<file path="src/level_crossing_peak_trough_detector_macros.svh">
// Assertion macros shared by the level-crossing detector RTL.
`ifndef LEVEL_CROSSING_PEAK_TROUGH_DETECTOR_MACROS_SVH
`define LEVEL_CROSSING_PEAK_TROUGH_DETECTOR_MACROS_SVH

// Same-cycle implication, disabled during reset.
`define LCPT_ASSERT_NOW(label, clk, rst, ante, cons, msg) \
   label: assert property (@(posedge clk) disable iff (rst) (ante) |-> (cons)) \
      else $error(msg);

// Next-cycle implication, disabled during reset.
`define LCPT_ASSERT_NEXT(label, clk, rst, ante, cons, msg) \
   label: assert property (@(posedge clk) disable iff (rst) (ante) |=> (cons)) \
      else $error(msg);

`endif

</file>
<file path="src/lcpt_pkg.sv">
// Types and constants for the level-crossing peak and trough detector.
package lcpt_pkg;

   // Input kinds.
   localparam logic KIND_SAMPLE = 1'b0;
   localparam logic KIND_END    = 1'b1;

   // Result kinds.
   localparam logic [1:0] RESULT_PEAK    = 2'd0;
   localparam logic [1:0] RESULT_TROUGH  = 2'd1;
   localparam logic [1:0] RESULT_SUMMARY = 2'd2;

   // Result queue: holds the two results of one end transaction plus slack.
   localparam int unsigned QUEUE_DEPTH = 4;
   localparam int unsigned QUEUE_AW    = $clog2(QUEUE_DEPTH);
   localparam int unsigned QUEUE_CW    = $clog2(QUEUE_DEPTH + 1);

   typedef struct packed {
      logic        kind;
      logic [31:0] sample_value;
      logic [31:0] sample_time;
   } req_type;

   typedef struct packed {
      logic [1:0]  result_kind;
      logic [31:0] extreme_value;
      logic [31:0] extreme_time;
      logic [15:0] pair_index;
      logic        last;
   } rsp_type;

endpackage

</file>
<file path="src/level_crossing_peak_trough_detector.sv">
// Level-crossing peak and trough detector: top level with run tracking and result queue.
//
//   Channel   Direction  Handshake            Payload
//   req_      in         req_valid/req_stall  lcpt_pkg::req_type (kind, value, time)
//   rsp_      out        rsp_valid/rsp_stall  lcpt_pkg::rsp_type (kind, extreme, index, last)
//   csr_      in         csr_valid/csr_ready  32-bit level
//
// One transaction is taken per cycle while req_stall is low; its state update and results
// are formed in the same cycle and written to the run registers and a four-entry result
// queue. A result is offered on rsp_ from the cycle after its transaction was accepted,
// once earlier results are popped. req_stall rises when fewer than two entries are free,
// so a stalled result side holds the input back before the queue fills.
// Reset is synchronous and active high; it clears the run state, the queue and the level.
`include "level_crossing_peak_trough_detector_macros.svh"

module level_crossing_peak_trough_detector (
   input  logic              clock,
   input  logic              reset,
   input  logic              req_valid,
   output logic              req_stall,
   input  lcpt_pkg::req_type req_data,
   output logic              rsp_valid,
   input  logic              rsp_stall,
   output lcpt_pkg::rsp_type rsp_data,
   input  logic              csr_valid,
   output logic              csr_ready,
   input  logic [31:0]       csr_data
);

   localparam int unsigned AW = lcpt_pkg::QUEUE_AW;
   localparam int unsigned CW = lcpt_pkg::QUEUE_CW;

   // Threshold register.
   logic [31:0] level_ff;

   // Run state.
   logic        started_ff,     started_in;
   logic        positive_ff,    positive_in;
   logic [31:0] extreme_ff,     extreme_in;
   logic [31:0] ext_time_ff,    ext_time_in;
   logic        second_ff,      second_in;
   logic [15:0] pair_count_ff,  pair_count_in;

   // Result queue.
   lcpt_pkg::rsp_type queue_ff [lcpt_pkg::QUEUE_DEPTH];
   logic [AW-1:0]     wr_ptr_ff, wr_ptr_in;
   logic [AW-1:0]     rd_ptr_ff, rd_ptr_in;
   logic [CW-1:0]     count_ff,  count_in;

   logic              req_accept;
   logic              rsp_pop;
   logic              sample_pos;
   logic              take_extreme;
   logic [15:0]       pair_inc;
   logic [1:0]        push_num;
   lcpt_pkg::rsp_type slot0;
   lcpt_pkg::rsp_type slot1;
   lcpt_pkg::rsp_type excursion;

   // The input waits whenever the queue could not absorb the two results of an end transaction.
   assign req_stall  = (count_ff > CW'(lcpt_pkg::QUEUE_DEPTH - 2));
   assign req_accept = req_valid && !req_stall;
   assign rsp_valid  = (count_ff != '0);
   assign rsp_data   = queue_ff[rd_ptr_ff];
   assign rsp_pop    = rsp_valid && !rsp_stall;
   assign csr_ready  = 1'b1;

   assign sample_pos   = (req_data.sample_value > level_ff);
   assign take_extreme = positive_ff ? (req_data.sample_value >= extreme_ff)
                                     : (req_data.sample_value <= extreme_ff);
   // The pair count saturates at its maximum.
   assign pair_inc     = (pair_count_ff == '1) ? pair_count_ff : pair_count_ff + 16'd1;

   // The excursion currently held, as it would be reported if it closed now.
   always_comb begin
      excursion.result_kind   = positive_ff ? lcpt_pkg::RESULT_PEAK : lcpt_pkg::RESULT_TROUGH;
      excursion.extreme_value = extreme_ff;
      excursion.extreme_time  = ext_time_ff;
      excursion.pair_index    = pair_count_ff;
      excursion.last          = 1'b1;
   end

   always_comb begin
      started_in    = started_ff;
      positive_in   = positive_ff;
      extreme_in    = extreme_ff;
      ext_time_in   = ext_time_ff;
      second_in     = second_ff;
      pair_count_in = pair_count_ff;
      push_num      = 2'd0;
      slot0         = excursion;
      slot1         = excursion;

      if (req_accept) begin
         case (req_data.kind)
            lcpt_pkg::KIND_END: begin
               slot0.result_kind   = lcpt_pkg::RESULT_SUMMARY;
               slot0.extreme_value = '0;
               slot0.extreme_time  = '0;
               slot0.pair_index    = pair_count_ff;
               slot0.last          = 1'b1;
               push_num            = 2'd1;
               // A pending second excursion completes its pair before the summary.
               if (started_ff && second_ff) begin
                  slot0               = excursion;
                  slot0.last          = 1'b0;
                  slot1.result_kind   = lcpt_pkg::RESULT_SUMMARY;
                  slot1.extreme_value = '0;
                  slot1.extreme_time  = '0;
                  slot1.pair_index    = pair_inc;
                  slot1.last          = 1'b1;
                  push_num            = 2'd2;
               end
               started_in    = 1'b0;
               positive_in   = 1'b0;
               extreme_in    = '0;
               ext_time_in   = '0;
               second_in     = 1'b0;
               pair_count_in = '0;
            end
            default: begin
               if (started_ff && (sample_pos == positive_ff)) begin
                  // Same sign: track the extreme, a tie moves the time on.
                  if (take_extreme) begin
                     extreme_in  = req_data.sample_value;
                     ext_time_in = req_data.sample_time;
                  end
               end else begin
                  if (started_ff) begin
                     // Sign change closes the running excursion.
                     push_num = 2'd1;
                     if (second_ff) begin
                        pair_count_in = pair_inc;
                     end
                     second_in = !second_ff;
                  end
                  started_in  = 1'b1;
                  positive_in = sample_pos;
                  extreme_in  = req_data.sample_value;
                  ext_time_in = req_data.sample_time;
               end
            end
         endcase
      end

      wr_ptr_in = wr_ptr_ff + AW'(push_num);
      rd_ptr_in = rd_ptr_ff + AW'(rsp_pop);
      count_in  = count_ff + CW'(push_num) - CW'(rsp_pop);
   end

   always_ff @(posedge clock) begin
      if (reset) begin
         level_ff      <= '0;
         started_ff    <= 1'b0;
         positive_ff   <= 1'b0;
         extreme_ff    <= '0;
         ext_time_ff   <= '0;
         second_ff     <= 1'b0;
         pair_count_ff <= '0;
         wr_ptr_ff     <= '0;
         rd_ptr_ff     <= '0;
         count_ff      <= '0;
      end else begin
         if (csr_valid && csr_ready) begin
            level_ff <= csr_data;
         end
         started_ff    <= started_in;
         positive_ff   <= positive_in;
         extreme_ff    <= extreme_in;
         ext_time_ff   <= ext_time_in;
         second_ff     <= second_in;
         pair_count_ff <= pair_count_in;
         wr_ptr_ff     <= wr_ptr_in;
         rd_ptr_ff     <= rd_ptr_in;
         count_ff      <= count_in;
      end
   end

   // Queue storage carries no reset; only the pointers and count say what is valid.
   always_ff @(posedge clock) begin
      if (push_num != 2'd0) begin
         queue_ff[wr_ptr_ff] <= slot0;
      end
      if (push_num == 2'd2) begin
         queue_ff[wr_ptr_ff + AW'(1)] <= slot1;
      end
   end

   `LCPT_ASSERT_NOW(a_room_on_accept, clock, reset, req_accept,
      count_ff <= CW'(lcpt_pkg::QUEUE_DEPTH - 2), "transaction accepted without room for two results")
   `LCPT_ASSERT_NOW(a_queue_bound, clock, reset, 1'b1,
      count_ff <= CW'(lcpt_pkg::QUEUE_DEPTH), "result queue count out of range")
   `LCPT_ASSERT_NOW(a_pair_needs_run, clock, reset, !started_ff,
      !second_ff, "second excursion flagged without a run in progress")
   `LCPT_ASSERT_NOW(a_first_sample_silent, clock, reset,
      req_accept && (req_data.kind == lcpt_pkg::KIND_SAMPLE) && !started_ff,
      push_num == 2'd0, "first sample of a series produced a result")
   `LCPT_ASSERT_NEXT(a_end_clears, clock, reset,
      req_accept && (req_data.kind == lcpt_pkg::KIND_END),
      !started_ff && !second_ff && (pair_count_ff == '0), "end transaction left run state behind")

endmodule
</file>
<file path="config.mk">
export PLATFORM = sky130hd
export DESIGN_NAME = level_crossing_peak_trough_detector
export DESIGN_NICKNAME = d
export VERILOG_FILES = /design/src/lcpt_pkg.sv /design/src/level_crossing_peak_trough_detector.sv
export VERILOG_INCLUDE_DIRS = /design/src /design/src/src
export SDC_FILE = /design/constraint.sdc
export NUM_CORES = 1
export LEC_CHECK = 0
export BUFFER_PORTS_ARGS = -buffer_cell sky130_fd_sc_hd__buf_2
export CORE_MARGIN = 3
export CORE_UTILIZATION = 25
export CTS_CLUSTER_SIZE = 12
export DETAILED_ROUTE_END_ITERATION = 10
export GPL_ROUTABILITY_DRIVEN = 0
export MAX_ROUTING_LAYER = met4
export PLACE_DENSITY = 0.43
export SLEW_MARGIN = 20
export SYNTH_ARGS = -nofsm -noshare
export SYNTH_HDL_FRONTEND = slang
export SYNTH_SLANG_ARGS = --single-unit
</file>
<file path="constraint.sdc">
create_clock -name clock -period 8.4 [get_ports clock]
set_input_delay 0.84 -clock clock [delete_from_list [all_inputs] [get_ports clock]]
set_output_delay 0.84 -clock clock [all_outputs]
set_load 0.01 [all_outputs]
</file>
Yosys cells after proc, flatten, opt, wreduce, memory -nomap -nowiden
Memories as Yosys holds them, arrays and structs flattened. A register that Yosys moved wholly into a read port is not among the register bits.
Cells that the tools add are included.
{ "classes": {"add_sub_neg": 6, "eq_ne": 5, "bitwise_logic": 0, "multipliers": 0, "n_lt_le_gt_ge": 4, "reduce_logical": 15, "n_div": 0, "n_mux": 36, "shifts": 0} }
{ "ops": {"columns": ["op", "n"], "rows": [
  ["83-bit two-way mux", 6],
  ["32-bit two-way mux", 6],
  ["16-bit two-way mux", 5],
  ["32-bit >= comparator", 1],
  ["32-bit > comparator", 1],
  ["32-bit less-or-equal comparator", 1],
  ["16-bit by 1-bit adder with 16-bit output, second input constant", 1],
  ["16-bit == test, second input constant", 1],
  ["1-bit two-way mux", 15],
  ["2-bit two-way mux", 4],
  ["2-bit nonzero test", 3],
  ["1-bit logical AND", 4],
  ["2-bit AND reduction", 2],
  ["4-bit AND reduction", 1],
  ["3-bit by 2-bit adder with 3-bit output", 1],
  ["3-bit by 2-bit > comparator with 1-bit output, second input constant", 1],
  ["1-bit zero test", 3],
  ["3-bit inequality test, second input constant", 1],
  ["3-bit AND reduction", 1],
  ["3-bit nonzero test", 1],
  ["3-bit by 1-bit subtractor with 3-bit output", 1],
  ["2-bit by 1-bit adder with 2-bit output", 1],
  ["2-bit by 1-bit adder with 2-bit output, second input constant", 1],
  ["2-bit adder", 1],
  ["3 further kinds", 3]
]} }
{ "totals": {"inputBits": 102, "ff_bits": 122, "mem_bits_rw": 332, "word_cells": 77, "mem_bits_ro": 0, "mem_count": 1, "out_inout_bits": 86, "latch_bits": 0} }
{ "mem_list": {"columns": ["memory", "words", "word_bits", "read_ports", "rd_clocked_by_memory_dff", "write_ports", "line_no", "text"], "rows": [
  ["queue_ff", 4, 83, 1, 1, 2, "level_crossing_peak_trough_detector.sv:45", "lcpt_pkg::rsp_type queue_ff [lcpt_pkg::QUEUE_DEPTH];"]
]} }

Logic depth before layout (Yosys ltp)
{ "depth": {"depth_word": 9, "ltp_mapped": 18, "ltp_nobuf": 17} }

Worst setup path after synthesis
OpenSTA, ideal clock, no wires.
{ "synth_path": {"kind": "input port to flip-flop", "start": "in req_data[46] (netlist bit)", "end": "mem queue_ff[3][10] (netlist bit) (enable)", "t_required_ps": 7589, "stages": 11, "arrival_ps": 4488, "setup_ps": 811, "n_path_buf": 2, "slack_ps": 3101, "cell_sequence": "ha_1 -> nand4_1 -> or4_1 -> o21ai_1 -> o22a_2 -> a211oi_1 -> o31a_1 -> buf_2 -> nand3_2 -> clkbuf_1 -> nand2_1"} }
{ "synth_rtl": {"columns": ["item", "line_no", "text"], "rows": [
  ["start, declared", "level_crossing_peak_trough_detector.sv:21", "input lcpt_pkg::req_type req_data,"],
  ["end, declared", "level_crossing_peak_trough_detector.sv:45", null]
]} }

Worst setup path after layout
{ "layout_path": {"start": "reg level_ff[7]", "end": "reg count_ff[2]"} }
{ "layout_between": {"elab_chain_len": 8} }
{ "layout_rtl": {"columns": ["item", "line_no", "text"], "rows": [
  ["start, declared", "level_crossing_peak_trough_detector.sv:34", "logic [31:0] level_ff;"],
  ["start signal, assigned", "level_crossing_peak_trough_detector.sv:165", "level_ff <= csr_data;"],
  ["32-bit > comparator", "level_crossing_peak_trough_detector.sv:68", "assign sample_pos = (req_data.sample_value > level_ff);"],
  ["1-bit == test", "level_crossing_peak_trough_detector.sv:122", "if (started_ff && (sample_pos == positive_ff)) begin"],
  ["1-bit logical AND", "level_crossing_peak_trough_detector.sv:122", null],
  ["1-bit two-way mux", "level_crossing_peak_trough_detector.sv:122", null],
  ["2-bit two-way mux", "level_crossing_peak_trough_detector.sv:95", "case (req_data.kind)"],
  ["2-bit two-way mux", "level_crossing_peak_trough_detector.sv:94", "if (req_accept) begin"],
  ["3-bit by 2-bit adder with 3-bit output", "level_crossing_peak_trough_detector.sv:148", "count_in = count_ff + CW'(push_num) - CW'(rsp_pop);"],
  ["3-bit by 1-bit subtractor with 3-bit output", "level_crossing_peak_trough_detector.sv:148", null],
  ["end signal, assigned", "level_crossing_peak_trough_detector.sv:175", "count_ff <= count_in;"],
  ["end, declared", "level_crossing_peak_trough_detector.sv:48", "logic [CW-1:0] count_ff, count_in;"]
]} }
No other way between the ends.
A chain may end at the register's enable or synchronous reset.

==> flow_metrics.py <==
metrics = {
    "status": {
        "status": "finished, final reports clean",
    },
    "floorplanning": {
        "die_area_mm2": 0.08777,
        "fp.dieH_um": 296.3,
        "pin_count": 188,
        "core_mm2": 0.08277,
        "initial_utilization_pct": 25.45,
        "rows": 105,
        "die_w_um": 296.3,
    },
    "synthesis": {
        "synth_cell_type_count": 62,
        "ys_ff_latch": 454,
        "synth_top_family_by_area": "simple AND/OR/NAND/NOR gates",
        "syn_nets": 1976,
        "synthCells": 1803,
        "ys_warn_count": 0,
        "synthSimpleGateAreaFrac_pct": 12.80,
        "muxShareOfSynthArea_pct": 10.61,
        "synth_edf_count": 328,
        "synthAdderAreaFrac_pct": 4.253,
        "syn_avg_cell_area_um2": 11.68,
        "synth_xor_area_share_pct": 0.4990,
        "synth_compound_area_share_pct": 9.023,
        "syn_area_mm2": 0.02106,
        "seq_area_frac_synth_pct": 58.74,
        "synth_ff_type": "edfxtp_1",
        "async_flop_share_pct": 0,
    },
    "clocking": {
        "path_clk_slew_ns": 0.06,
        "cts_tree": "done",
        "clkSinkCount": 454,
        "htree_levels": 2,
        "root_buffer": "clkbuf_16",
        "cts_buffers": 53,
        "clk_latency_ns": 0.63,
        "ctsResizeCount": 0,
        "clock_path_buffers": 3,
        "cts_setup_buffers": 0,
        "cts_hold_buf": 0,
    },
    "detailed_routing": {
        "ant_nets": 0,
        "drt-initial-drc-count": 1156,
        "dr_wl_met2_um": 32410,
        "wl_met1_um": 31060,
        "vias_per_cell": 4.884,
        "totalWireLength_um": 68310,
        "drc": 0,
        "met3_length_um": 3925,
        "firstDrtPassIters": 5,
        "wl_per_cell_um": 22.38,
        "vias": 14910,
        "topRoutingLayerUsed": "met4",
    },
    "sta": {
        "rsz0062_at_grt": "false",
        "period_share_pct": 58.48,
        "hold_violations": 0,
        "drv_slew": 0,
        "setup_viol": 0,
        "max_freq_ghz": 0.2036,
        "hold_slack_ns": 0.4571,
        "slew_headroom_pct": 26.70,
        "finClkSkew_ns": 0.03570,
        "final.setup.tns_ns": 0,
        "final.min_clock_period_ns": 4.913,
        "tightest_slew_ns": 1.088,
    },
    "grt": {
        "grt_pass1_wl_um": 101000,
        "grt_pass1_vias": 15070,
        "antenna_found_initial": 4,
        "grt_max_degree": 68,
        "gr-total-overflow": 0,
        "grt_usage_pct": 15.90,
    },
    "flow_run": {
        "cap_viol_max_count": 0,
    },
    "finish": {
        "post-route-util_pct": 30.17,
        "multi_input_area_mm2": 0.007943,
        "nFillCells": 8441,
        "layout-drive-gt1-share_pct": 20.66,
        "seq_area_mm2": 0.01238,
        "fin_nets": 2108,
        "area_delta_synth_final_pct": 18.56,
    },
    "critical_path": {
        "cp-end-kind": "flop",
        "crit_required_ns": 8.86,
        "arrival_ns": 5.37,
        "crit_type": "reg -> reg",
        "crit_fanout": 12,
        "crit_path_start_kind": "flop",
    },
    "pwr": {
        "p_leak_uw": 0.008424,
        "power_density_mw_per_mm2": 259.4,
        "ir_drop_mv": 0.1642,
    },
    "hold_path": {
        "timing.hold.worst.class": "in -> reg",
    },
    "place": {
        "port_buffers": 186,
        "hpwl_um": 44280,
    },
}
==> cells by family after synthesis <==
group / after synthesis
xor gates and xnor gates: 12
adders and majority gates: 71
other: 1
and+or+nand+nor: 611
AOI/OAI and AO/OA: 321
DFF: 454
buffers and inverters: 214
muxes: 119
==> cells in the final DEF (no fill, tap or decap), types with 5 or more instances in the layout <==
| cell | count |
|---|---|
| edfxtp_1 | 328 |
| nor2_1 | 317 |
| buf_2 | 185 |
| a21oi_1 | 128 |
| dfxtp_1 | 124 |
| nand2_1 | 118 |
| mux4_2 | 83 |
| nand4_1 | 82 |
| inv_1 | 76 |
| ha_1 | 70 |
| o21ai_0 | 55 |
| clkbuf_16 | 53 |
| mux2i_1 | 34 |
| o21ai_1 | 28 |
| a31oi_1 | 26 |
| o22ai_1 | 25 |
| buf_4 | 25 |
| nand3_1 | 21 |
| a22o_1 | 16 |
| nor3_1 | 15 |
| nor2b_1 | 12 |
| clkbuf_8 | 12 |
| xnor2_1 | 11 |
| clkbuf_1 | 10 |
| clkinv_2 | 8 |
| nand2_4 | 7 |
| and2_1 | 6 |
| and3_1 | 6 |
| a211o_1 | 6 |
| and4_1 | 5 |
| o2bb2ai_1 | 5 |
| bufinv_16 | 5 |
| clkinvlp_4 | 5 |
==> registers in the layout, indices dropped and copies added, names as in the netlist, 2 cells and up <==
| register | cells |
|---|---|
| count_ff | 3 |
| ext_time_ff | 32 |
| level_ff | 32 |
| extreme_ff | 32 |
| wr_ptr_ff | 2 |
| queue_ff | 332 |
| rd_ptr_ff | 2 |
| pair_count_ff | 16 |
==> Yosys cell counts (4+ instances only) <==
library cell  number  area [um^2]
a211o_1            6        52.55
a21oi_1          128        640.6
a22o_1            16        140.1
a31oi_1           27        168.9
and2_1             6        37.54
and3_1             6        37.54
and4_1             5        43.79
buf_1             19        71.32
buf_2             38        190.2
clkbuf_1          77        289.0
dfxtp_1          126         2522
edfxtp_1         328         9849
ha_1              70        875.8
inv_1             77        289.0
mux2i_1           34        340.3
mux4_2            83         1869
nand2_1          125        469.2
nand3_1           22        110.1
nand4_1           82        513.0
nor2_1           317         1190
nor2b_1           12        75.07
nor3_1            16        80.08
nor4_1             4        25.02
o21ai_0           55        275.3
o21ai_1           28        140.1
o22ai_1           25        156.4
o2bb2ai_1          5        43.79
o31a_1             4        35.03
or3_1              4        25.02
xnor2_1           11        96.34
==> layout make-up <==
| type | count | area share [%] |
|---|---|---|
| Antenna cell | 3 | 0.03006 |
| Clock buffer | 75 | 6.123 |
| Clock inverter | 25 | 1.303 |
| Inverter | 79 | 1.187 |
| Multi-Input combinational cell | 1135 | 31.81 |
| Sequential cell | 454 | 49.57 |
| Tap cell | 1070 | 5.361 |
| Timing Repair Buffer | 212 | 4.619 |
==> metrics by stage <==
stage	setup WS, ns	area, um^2	power [uW]	cells
after floorplan	3.101	21060	3522	1803
after global placement	3.009	23100	4160	2950
after detailed placement	2.961	23100	4168	2950
after CTS	3.548	24960	6603	3050
after global routing	3.200	24970	6789	3052
final	3.487	24970	6477	3053
==> critical path, stage by stage, from the launching register on <==
cell	delay (ns)
dfxtp_1	0.33
inv_1	0.05
ha_1	0.30
a21oi_1	0.14
o21ai_0	0.40
a221o_1	0.49
o31a_1	0.32
nor4_1	0.24
o31a_1	0.62
o21ai_0	0.41
ha_1	0.38
inv_1	0.06
ha_1	0.13
inv_1	0.05
fa_1	0.43
xnor2_1	0.19
xnor2_1	0.15
nor2_1	0.05
==> layer usage <==
layer  up-vias  track usage [%]
met4         0            3.206
li1       6924                -
met5         -                -
met3        55            2.936
met1      7557            21.05
met2       374            25.59
==> path summary, 6_finish.rpt <==
check	slack [ns]	to	startpoint	cells past startpoint
worst max-delay path	3.49	count_ff[2]	level_ff[7]	17
worst min-delay path	0.46	level_ff[3]	csr_data[3]	3
worst max register to register	3.49	count_ff[2]	level_ff[7]	17
worst min register to register	0.48	ext_time_ff[2]	ext_time_ff[2]	2
==> power by group <==
part           internal (uW)  leakage, uW  switching, uW  total [uW]
Sequential              2550      0.00428            114        2660
Clock                   1430     0.000896            981        2410
Combinational            542      0.00325            857        1400
No activity file was read; power rests on OpenSTA's default activity.
